--- config.mk ---
export PLATFORM = sky130hd
export DESIGN_NAME = http_flv_stream_deframer_unit
export DESIGN_NICKNAME = d
export VERILOG_FILES = /design/src/rtl/hfd_pkg.sv /design/src/rtl/http_flv_stream_deframer_unit.sv /design/src/rtl/hfd_regs.sv /design/src/rtl/hfd_parser.sv
export SDC_FILE = /design/constraint.sdc
export NUM_CORES = 1
export LEC_CHECK = 0
export ABC_CLOCK_PERIOD_IN_PS = 3000
export BUFFER_PORTS_ARGS = -buffer_cell sky130_fd_sc_hd__clkbuf_2
export CORE_ASPECT_RATIO = 2
export CORE_MARGIN = 2
export CORE_UTILIZATION = 52
export CTS_CLUSTER_SIZE = 24
export DETAILED_ROUTE_END_ITERATION = 12
export PLACE_DENSITY = 0.82
export SYNTH_ARGS = -nofsm -noshare
export SYNTH_HDL_FRONTEND = slang
export SYNTH_SLANG_ARGS = --single-unit
--- constraint.sdc ---
create_clock -name clk_i -period 3 [get_ports clk_i]
set_input_delay 0.6 -clock clk_i [delete_from_list [all_inputs] [get_ports clk_i]]
set_output_delay 0.6 -clock clk_i [all_outputs]
set_load 0.005 [all_outputs]
--- src/rtl/hfd_pkg.sv ---
package hfd_pkg;

  localparam logic [7:0] ChrCr    = 8'h0d;
  localparam logic [7:0] ChrLf    = 8'h0a;
  localparam logic [7:0] ChrSpace = 8'h20;
  localparam logic [7:0] ChrF     = 8'h46;
  localparam logic [7:0] ChrL     = 8'h4c;
  localparam logic [7:0] ChrV     = 8'h56;

  localparam logic [2:0] AddrHdrSize = 3'd0;  // expected FLV header size register

  localparam logic [3:0] FlvHdrLast = 4'd12;  // 13-byte FLV header
  localparam logic [3:0] TagHdrLast = 4'd10;  // 11-byte tag header
  localparam logic [24:0] TrailerBytes = 25'd4;
  localparam logic [24:0] TagOverhead  = 25'd15;

  typedef enum logic [1:0] {
    EvHeadersDone = 2'd0,
    EvTag         = 2'd1,
    EvBadStatus   = 2'd2,
    EvBadFlv      = 2'd3
  } event_e;

  typedef enum logic [5:0] {
    PhStatus  = 6'b000001,
    PhHeaders = 6'b000010,
    PhFlvHdr  = 6'b000100,
    PhTagHdr  = 6'b001000,
    PhTagData = 6'b010000,
    PhFailed  = 6'b100000
  } phase_e;

  typedef struct packed {
    logic [1:0] tok_idx;
    logic [2:0] char_pos;
    logic       line_ok;
  } line_st_t;

  typedef struct packed {
    logic [24:0] whole_size;
    logic [23:0] payload_size;
    logic [7:0]  tag_kind;
    logic [1:0]  event_res;
  } result_t;

  function automatic logic [7:0] proto_chr(input logic [2:0] idx);
    logic [7:0] c;
    unique case (idx)
      3'd0:    c = 8'h48;  // H
      3'd1:    c = 8'h54;  // T
      3'd2:    c = 8'h54;  // T
      3'd3:    c = 8'h50;  // P
      default: c = 8'h2f;  // slash
    endcase
    return c;
  endfunction

  function automatic logic [7:0] code_chr(input logic [2:0] idx);
    return (idx == 3'd0) ? 8'h32 : 8'h30;  // "200"
  endfunction

  function automatic logic [7:0] reason_chr(input logic [2:0] idx);
    return (idx == 3'd0) ? 8'h4f : 8'h4b;  // "OK"
  endfunction

  function automatic logic [7:0] blank_chr(input logic [1:0] idx);
    return idx[0] ? ChrLf : ChrCr;
  endfunction

  // Advance the status-line token checker by one content character.
  function automatic line_st_t line_char(input line_st_t st, input logic [7:0] c);
    line_st_t r;
    logic     done;
    r = st;
    if (c == ChrSpace) begin
      if (st.tok_idx == 2'd0) begin
        done = st.char_pos >= 3'd5;
      end else if (st.tok_idx == 2'd1) begin
        done = st.char_pos == 3'd3;
      end else begin
        done = 1'b0;
      end
      if (!done) r.line_ok = 1'b0;
      if (st.tok_idx < 2'd2) r.tok_idx = st.tok_idx + 2'd1;
      r.char_pos = 3'd0;
    end else if (st.tok_idx == 2'd0) begin
      if (st.char_pos < 3'd5) begin
        if (c != proto_chr(st.char_pos)) r.line_ok = 1'b0;
        r.char_pos = st.char_pos + 3'd1;
      end
    end else if (st.tok_idx == 2'd1) begin
      if (st.char_pos < 3'd3 && c == code_chr(st.char_pos)) begin
        r.char_pos = st.char_pos + 3'd1;
      end else begin
        r.line_ok = 1'b0;
      end
    end else begin
      if (st.char_pos < 3'd2 && c == reason_chr(st.char_pos)) begin
        r.char_pos = st.char_pos + 3'd1;
      end else begin
        r.line_ok = 1'b0;
      end
    end
    return r;
  endfunction

endpackage

--- src/rtl/http_flv_stream_deframer_unit.sv ---
// HTTP-FLV deframer: takes one response byte per beat, validates the status line
// ("HTTP/..." "200" "OK"), skips headers to the blank line, checks the 13-byte FLV
// header against expected_header_size (APB offset 0, reset 9) and then reports each
// tag header. While the output is not stalled, one byte is taken every clock; a byte
// passes an input register, then the parser logic loads the result register. The
// parser state updates as the result register loads, which sets the one-byte-per-clock
// rate. After any error event the block stays silent until reset.
module http_flv_stream_deframer_unit (
  input  logic        clk_i,
  input  logic        rst_ni,
  input  logic        s_axis_tvalid,
  output logic        s_axis_tready,
  input  logic [7:0]  s_axis_tdata,   // [7:0] data_byte
  output logic        m_axis_tvalid,
  input  logic        m_axis_tready,
  output logic [63:0] m_axis_tdata,   // [1:0] event_res, [9:2] tag_kind,
                                      // [33:10] payload_size, [58:34] whole_size
  input  logic        psel,
  input  logic        penable,
  input  logic        pwrite,
  input  logic [2:0]  paddr,
  input  logic [31:0] pwdata,
  output logic [31:0] prdata,
  output logic        pready
);

  logic             in_valid_q, in_valid_d;
  logic [7:0]       in_byte_q, in_byte_d;
  logic             out_valid_q, out_valid_d;
  hfd_pkg::result_t out_q, out_d;
  logic             advance, step, res_valid;
  logic [31:0]      exp_size;
  hfd_pkg::result_t res;

  hfd_regs u_regs (
    .clk_i     (clk_i),
    .rst_ni    (rst_ni),
    .psel      (psel),
    .penable   (penable),
    .pwrite    (pwrite),
    .paddr     (paddr),
    .pwdata    (pwdata),
    .prdata    (prdata),
    .pready    (pready),
    .exp_size_o(exp_size)
  );

  hfd_parser u_parser (
    .clk_i      (clk_i),
    .rst_ni     (rst_ni),
    .step_i     (step),
    .byte_i     (in_byte_q),
    .exp_size_i (exp_size),
    .res_valid_o(res_valid),
    .res_o      (res)
  );

  assign advance       = !out_valid_q || m_axis_tready;
  assign step          = in_valid_q && advance;
  assign s_axis_tready = !in_valid_q || advance;

  always_comb begin
    in_valid_d  = in_valid_q;
    in_byte_d   = in_byte_q;
    out_valid_d = out_valid_q;
    out_d       = out_q;
    if (s_axis_tready) begin
      in_valid_d = s_axis_tvalid;
      in_byte_d  = s_axis_tdata;
    end
    if (advance) begin
      out_valid_d = step && res_valid;
      out_d       = res;
    end
  end

  always_ff @(posedge clk_i or negedge rst_ni) begin
    if (!rst_ni) begin
      in_valid_q  <= 1'b0;
      out_valid_q <= 1'b0;
    end else begin
      in_valid_q  <= in_valid_d;
      out_valid_q <= out_valid_d;
    end
  end

  always_ff @(posedge clk_i) begin
    in_byte_q <= in_byte_d;
    out_q     <= out_d;
  end

  assign m_axis_tvalid = out_valid_q;
  assign m_axis_tdata  = {5'd0, out_q.whole_size, out_q.payload_size,
                          out_q.tag_kind, out_q.event_res};

endmodule

--- src/rtl/hfd_regs.sv ---
module hfd_regs (
  input  logic        clk_i,
  input  logic        rst_ni,
  input  logic        psel,
  input  logic        penable,
  input  logic        pwrite,
  input  logic [2:0]  paddr,
  input  logic [31:0] pwdata,
  output logic [31:0] prdata,
  output logic        pready,
  output logic [31:0] exp_size_o
);

  logic [31:0] exp_size_q, exp_size_d;
  logic        wr_hit;

  assign pready = 1'b1;
  assign wr_hit = psel && penable && pwrite && (paddr == hfd_pkg::AddrHdrSize);

  always_comb begin
    exp_size_d = exp_size_q;
    if (wr_hit) exp_size_d = pwdata;
  end

  always_ff @(posedge clk_i or negedge rst_ni) begin
    if (!rst_ni) begin
      exp_size_q <= 32'd9;
    end else begin
      exp_size_q <= exp_size_d;
    end
  end

  assign prdata     = (paddr == hfd_pkg::AddrHdrSize) ? exp_size_q : 32'd0;
  assign exp_size_o = exp_size_q;

endmodule

--- src/rtl/hfd_parser.sv ---
module hfd_parser (
  input  logic                 clk_i,
  input  logic                 rst_ni,
  input  logic                 step_i,
  input  logic [7:0]           byte_i,
  input  logic [31:0]          exp_size_i,
  output logic                 res_valid_o,
  output hfd_pkg::result_t     res_o
);

  hfd_pkg::phase_e   phase_q, phase_d;
  hfd_pkg::line_st_t line_q, line_d;
  logic              cr_pend_q, cr_pend_d;
  logic [1:0]        blank_q, blank_d;
  logic [3:0]        hcnt_q, hcnt_d;
  logic              sig_ok_q, sig_ok_d;
  logic [31:0]       size_word_q, size_word_d;
  logic [7:0]        kind_q, kind_d;
  logic [24:0]       skip_q, skip_d;

  hfd_pkg::line_st_t line_mid;

  always_comb begin
    phase_d     = phase_q;
    line_d      = line_q;
    cr_pend_d   = cr_pend_q;
    blank_d     = blank_q;
    hcnt_d      = hcnt_q;
    sig_ok_d    = sig_ok_q;
    size_word_d = size_word_q;
    kind_d      = kind_q;
    skip_d      = skip_q;
    res_valid_o = 1'b0;
    res_o       = '0;
    line_mid    = cr_pend_q ? hfd_pkg::line_char(line_q, hfd_pkg::ChrCr) : line_q;

    unique case (phase_q)
      hfd_pkg::PhStatus: begin
        if (cr_pend_q && byte_i == hfd_pkg::ChrLf) begin
          cr_pend_d = 1'b0;
          if (line_q.line_ok && line_q.tok_idx == 2'd2 && line_q.char_pos == 3'd2) begin
            phase_d = hfd_pkg::PhHeaders;
            blank_d = 2'd0;
          end else begin
            phase_d         = hfd_pkg::PhFailed;
            res_valid_o     = 1'b1;
            res_o.event_res = hfd_pkg::EvBadStatus;
          end
        end else if (byte_i == hfd_pkg::ChrCr) begin
          // hold the CR until the next byte decides whether it ends the line
          cr_pend_d = 1'b1;
          line_d    = line_mid;
        end else begin
          cr_pend_d = 1'b0;
          line_d    = hfd_pkg::line_char(line_mid, byte_i);
        end
      end

      hfd_pkg::PhHeaders: begin
        if (byte_i == hfd_pkg::blank_chr(blank_q)) begin
          if (blank_q == 2'd3) begin
            blank_d         = 2'd0;
            phase_d         = hfd_pkg::PhFlvHdr;
            hcnt_d          = 4'd0;
            sig_ok_d        = 1'b1;
            size_word_d     = 32'd0;
            res_valid_o     = 1'b1;
            res_o.event_res = hfd_pkg::EvHeadersDone;
          end else begin
            blank_d = blank_q + 2'd1;
          end
        end else begin
          blank_d = (byte_i == hfd_pkg::ChrCr) ? 2'd1 : 2'd0;
        end
      end

      hfd_pkg::PhFlvHdr: begin
        if ((hcnt_q == 4'd0 && byte_i != hfd_pkg::ChrF) ||
            (hcnt_q == 4'd1 && byte_i != hfd_pkg::ChrL) ||
            (hcnt_q == 4'd2 && byte_i != hfd_pkg::ChrV)) begin
          sig_ok_d = 1'b0;
        end
        if (hcnt_q >= 4'd5 && hcnt_q <= 4'd8) size_word_d = {size_word_q[23:0], byte_i};
        if (hcnt_q != hfd_pkg::FlvHdrLast) begin
          hcnt_d = hcnt_q + 4'd1;
        end else begin
          hcnt_d = 4'd0;
          if (sig_ok_q && size_word_q == exp_size_i) begin
            phase_d = hfd_pkg::PhTagHdr;
            skip_d  = 25'd0;
          end else begin
            phase_d         = hfd_pkg::PhFailed;
            res_valid_o     = 1'b1;
            res_o.event_res = hfd_pkg::EvBadFlv;
          end
        end
      end

      hfd_pkg::PhTagHdr: begin
        if (hcnt_q == 4'd0) begin
          kind_d = byte_i;
          skip_d = 25'd0;
        end else if (hcnt_q <= 4'd3) begin
          skip_d = {1'b0, skip_q[15:0], byte_i};
        end
        if (hcnt_q != hfd_pkg::TagHdrLast) begin
          hcnt_d = hcnt_q + 4'd1;
        end else begin
          hcnt_d             = 4'd0;
          res_valid_o        = 1'b1;
          res_o.event_res    = hfd_pkg::EvTag;
          res_o.tag_kind     = kind_q;
          res_o.payload_size = skip_q[23:0];
          res_o.whole_size   = {1'b0, skip_q[23:0]} + hfd_pkg::TagOverhead;
          skip_d             = {1'b0, skip_q[23:0]} + hfd_pkg::TrailerBytes;
          phase_d            = hfd_pkg::PhTagData;
        end
      end

      hfd_pkg::PhTagData: begin
        if (skip_q != 25'd0) skip_d = skip_q - 25'd1;
        if (skip_q <= 25'd1) phase_d = hfd_pkg::PhTagHdr;
      end

      default: begin
        // failed: drop every byte
      end
    endcase
  end

  always_ff @(posedge clk_i or negedge rst_ni) begin
    if (!rst_ni) begin
      phase_q     <= hfd_pkg::PhStatus;
      line_q      <= '{tok_idx: 2'd0, char_pos: 3'd0, line_ok: 1'b1};
      cr_pend_q   <= 1'b0;
      blank_q     <= 2'd0;
      hcnt_q      <= 4'd0;
      sig_ok_q    <= 1'b1;
      size_word_q <= 32'd0;
      kind_q      <= 8'd0;
      skip_q      <= 25'd0;
    end else if (step_i) begin
      phase_q     <= phase_d;
      line_q      <= line_d;
      cr_pend_q   <= cr_pend_d;
      blank_q     <= blank_d;
      hcnt_q      <= hcnt_d;
      sig_ok_q    <= sig_ok_d;
      size_word_q <= size_word_d;
      kind_q      <= kind_d;
      skip_q      <= skip_d;
    end
  end

endmodule

==> reports/results.tsv <==
stage	metric	value	unit
status	status	completed	
grt	grt_pass1_wl	45.46	mm
placed_design	dp_hpwl	21.36	mm
synthesis	ys_types	72	
setup_path	worst-r2r-cell-count	13	
setup_path	r2r-start	u_parser.line_q[4]$_DFFE_PN0P_	
sta	fmax	350.8	MHz
cts	clkLatencyLatePin	0.44	ns
cts	htreeDepth	4	
cts	numCtsBuffers	17	
sta	finalCriticalPeriod	2.850	ns
setup_path	cp_slowest_cell	dfrtp_1	
power_and_ir_drop	clockPowerShare	0.419	
cts	clock_sinks	186	
floorplanning	ios	149	
power_and_ir_drop	p_leak	5.526	nW
floorplanning	core	0.01973	mm2
power_and_ir_drop	power_frac_seq	0.521	
detailed_routing	drtIter0Drc	748	
synthesis	yosys_warnings	0	
grt	groute.layer.met2.usage	0.5169	
floorplanning	start_util	0.5278	
synthesis	ys_top_cells_by_count	dfrtp_1, nor2_1, o21ai_1	
cts	cts_tree	done	
synthesis	seq_area_frac_synth	0.4798	
worst_hold_path	hp-class	in -> async	
detailed_routing	drc_errors	0	
power_and_ir_drop	p_sw_frac	0.2471	
floorplanning	rows	73	
cts	cts.path.max_buffers	2	
setup_path	crit_chain	inv_1 -> ha_1 -> nand3b_1 -> a32oi_2 -> inv_1 -> ha_1 -> ha_1 -> nor3_1 -> a21oi_1 -> nor4_1 -> a21oi_1 -> o41ai_1 -> a22o_1	
job	cap_violations	0	
final_layout	fin_util	0.6207	
detailed_routing	wire_per_inst	19.28	um
detailed_routing	viasPerCell	6.006	
grt	grt_max_degree	65	
sta	finalMaxSlewViolations	0	
synthesis	yosysMostFrequentCell	dfrtp_1	
final_layout	finalNetCount	1306	
setup_path	rr_endpoint	u_parser.line_q[0]$_DFFE_PN1P_	
setup_path	cp_slowest_stage_delay	0.39	ns
sta	timing.final.crit_share	0.9501	
synthesis	syn_area	0.01041	mm2
setup_path	r2r_setup_slack	0.15	ns
setup_path	startpoint_type	register	
synthesis	synthTopCellsByArea	dfrtp_1, edfxtp_1, o21ai_1, xnor2_1, nor2_1	
floorplanning	dieWidth	104.1	um
setup_path	path_class	reg -> reg	
synthesis	postSynthCellCount	1092	
grt	grt.overflow.total	0	
sta	clock_skew	0.01032	ns
power_and_ir_drop	intPower	4.068	mW
final_layout	areaGrowthSynthToFinish	17.59	%
detailed_routing	route.final.wire_length	29.12	mm
grt	first_global_vias	9181	
detailed_routing	vias	9069	
synthesis	yosys_most_used_dff	dfrtp_1	
power_and_ir_drop	combPwrFrac	0.060	
sta	tns	0	ns
placed_design	globalplace.congestion	0.9774	
synthesis	async_reset_ff_frac	0.6398	
grt	grt_usage	0.2750	
sta	relSlewSlack	0.5049	
cts	clk_pin_slew	0.07	ns
setup_path	endpoint_kind	register	
setup_path	cp.required	3.38	ns
setup_path	critPathMostFrequentCell	ha_1	
grt	grt_use_met1	0.2519	
sta	finalHoldViolCount	0	
power_and_ir_drop	ir_drop	0.0003681	V
final_layout	drive_gt1_frac	0.2292	
setup_path	critPathArrivalTime	3.23	ns
power_and_ir_drop	p_per_area	441.2	mW/mm2
final_layout	antenna_cells	0	
setup_path	worstPathMaxFanout	5	
detailed_routing	detail_route.first_pass.iterations	6	
cts	cts_hold_buf	0	
synthesis	synth_seq_cells	186	
grt	antenna_found_initial	0	
sta	worst_pin_slew	0.7426	ns
sta	rsz0062_at_grt	no	
floorplanning	die-area	0.02124	mm2
grt	gr-max-usage-layer	met2	
synthesis	synth-edff-count	67	
synthesis	synth_top_area_cell	dfrtp_1	
placed_design	portBuffers	142	
detailed_routing	antenna_left	0	
sta	setup_violations	0	
power_and_ir_drop	p_sw	1.335	mW
synthesis	yosysTopAreaCellShare	0.2739	
floorplanning	die_h	204.1	um
synthesis	syn_avg_cell_area	9.536	um2
cts	cts_root_buffer	clkbuf_16	
grt	met3_usage	0.04273	
[repair_timing]
item                                    CTS  global route
endpoints found under the setup margin    0             2
gates resized for setup                   0             3
buffers inserted                          0             0
[worst max-delay path by stage]
stage | start | to | slack, ns | cells after the start
2_1_floorplan | m_axis_tready | u_parser.skip_q[10]$_DFFE_PN0P_ | 0.03 | 10
3_3_place_gp | u_parser.line_q[1]$_DFFE_PN0P_ | u_parser.line_q[0]$_DFFE_PN1P_ | 0.28 | 13
3_5_place_dp | u_parser.line_q[1]$_DFFE_PN0P_ | u_parser.line_q[1]$_DFFE_PN0P_ | 0.18 | 12
4_1_cts | u_parser.line_q[1]$_DFFE_PN0P_ | u_parser.line_q[0]$_DFFE_PN1P_ | 0.10 | 13
5_1_grt | u_parser.line_q[4]$_DFFE_PN0P_ | u_parser.line_q[0]$_DFFE_PN1P_ | 0.001 | 13
6_report | u_parser.line_q[4]$_DFFE_PN0P_ | u_parser.line_q[0]$_DFFE_PN1P_ | 0.15 | 13
[cells by family (layout without fill, tap and decap cells)]
group,Yosys count,after routing,share of synthesized area
AND/OR/NAND/NOR,410,410,0.2075
AO/OA/AOI/OAI,225,225,0.1320
flip-flops,186,186,0.4798
buffers and inverters,143,295,0.05611
XOR/XNOR,62,62,0.05214
multiplexers,43,43,0.04650
adder cells (fa/ha/maj),21,21,0.02523
other,2,6,0.0007212
[power by group through the flow]
stage,combinational (mW),clock [mW],sequential (mW)
floorplan,0.194,0,2.82
detailed placement,0.323,0,2.87
CTS,0.327,2.29,2.81
global route,0.353,2.37,2.82
finish,0.323,2.26,2.81
global placement,0.314,0,2.86
[final cells by class]
type	count	area [um2]
Clock buffer	18	429.2
Clock inverter	14	160.2
Fill cell	1641	7483
Inverter	57	217.7
Multi-Input combinational cell	767	4882
Sequential cell	186	4997
Tap cell	262	327.8
Timing Repair Buffer	206	1231
[placed cells by master, fill, tap and decap left out, types with 6 or more instances in the layout]
cell and n:
a21oi_1 38, a221oi_1 9, a22oi_1 10, a31oi_1 6, and2_1 37, and3_1 41
and4_1 6, buf_4 62, clkbuf_16 17, clkbuf_2 141, conb_1 6, dfrtp_1 113
edfxtp_1 67, ha_1 20, inv_1 55, mux2_1 15, mux2_2 28, nand2_1 71
nand3_1 59, nand4_1 14, nor2_1 91, nor2b_1 8, nor3_1 26, nor4_1 12
o21ai_0 25, o21ai_1 81, o22ai_1 7, o31ai_1 7, or3_1 6, xnor2_1 46
xor2_1 16
[sequential cells by signal, summed over array words and instances, names as in the netlist]
name and count:
in_byte_q 8, in_valid_q 1, m_axis_tdata 59, m_axis_tvalid 1, u_parser.blank_q 2, u_parser.cr_pend_q 1, u_parser.hcnt_q 4, u_parser.kind_q 8
u_parser.line_q 6, u_parser.phase_q 6, u_parser.sig_ok_q 1, u_parser.size_word_q 32, u_parser.skip_q 25, u_regs.exp_size_o 32
[metal layers]
layer  share of wire  vias to the layer above
li1                -                     4186
met1            0.32                     4275
met2            0.54                      443
met3           0.054                      165
met4           0.088                        0
met5               0                        -
[critical path: cells and delay by family (launching register included)]
kind / cells / cell delay [ns]
flip-flops: 1 / 0.39
AND/OR/NAND/NOR: 3 / 0.51
adder cells (fa/ha/maj): 3 / 0.70
AO/OA/AOI/OAI: 5 / 0.97
buffers and inverters: 2 / 0.23
[through the flow]
step	area, um2	setup WS [ns]	total power, mW	instances	hold WS, ns
3_3_place_gp	11640	0.2758	3.176	1478	0.4590
6_report	12250	0.1496	5.402	1510	0.1602
4_1_cts	12230	0.1034	5.430	1510	0.1941
2_1_floorplan	10440	0.02917	3.018	1096	0.3044
5_1_grt	12250	0.0009643	5.544	1510	0.2032
3_5_place_dp	11640	0.1816	3.189	1478	0.4671
No activity file was read; power rests on OpenSTA's default activity.
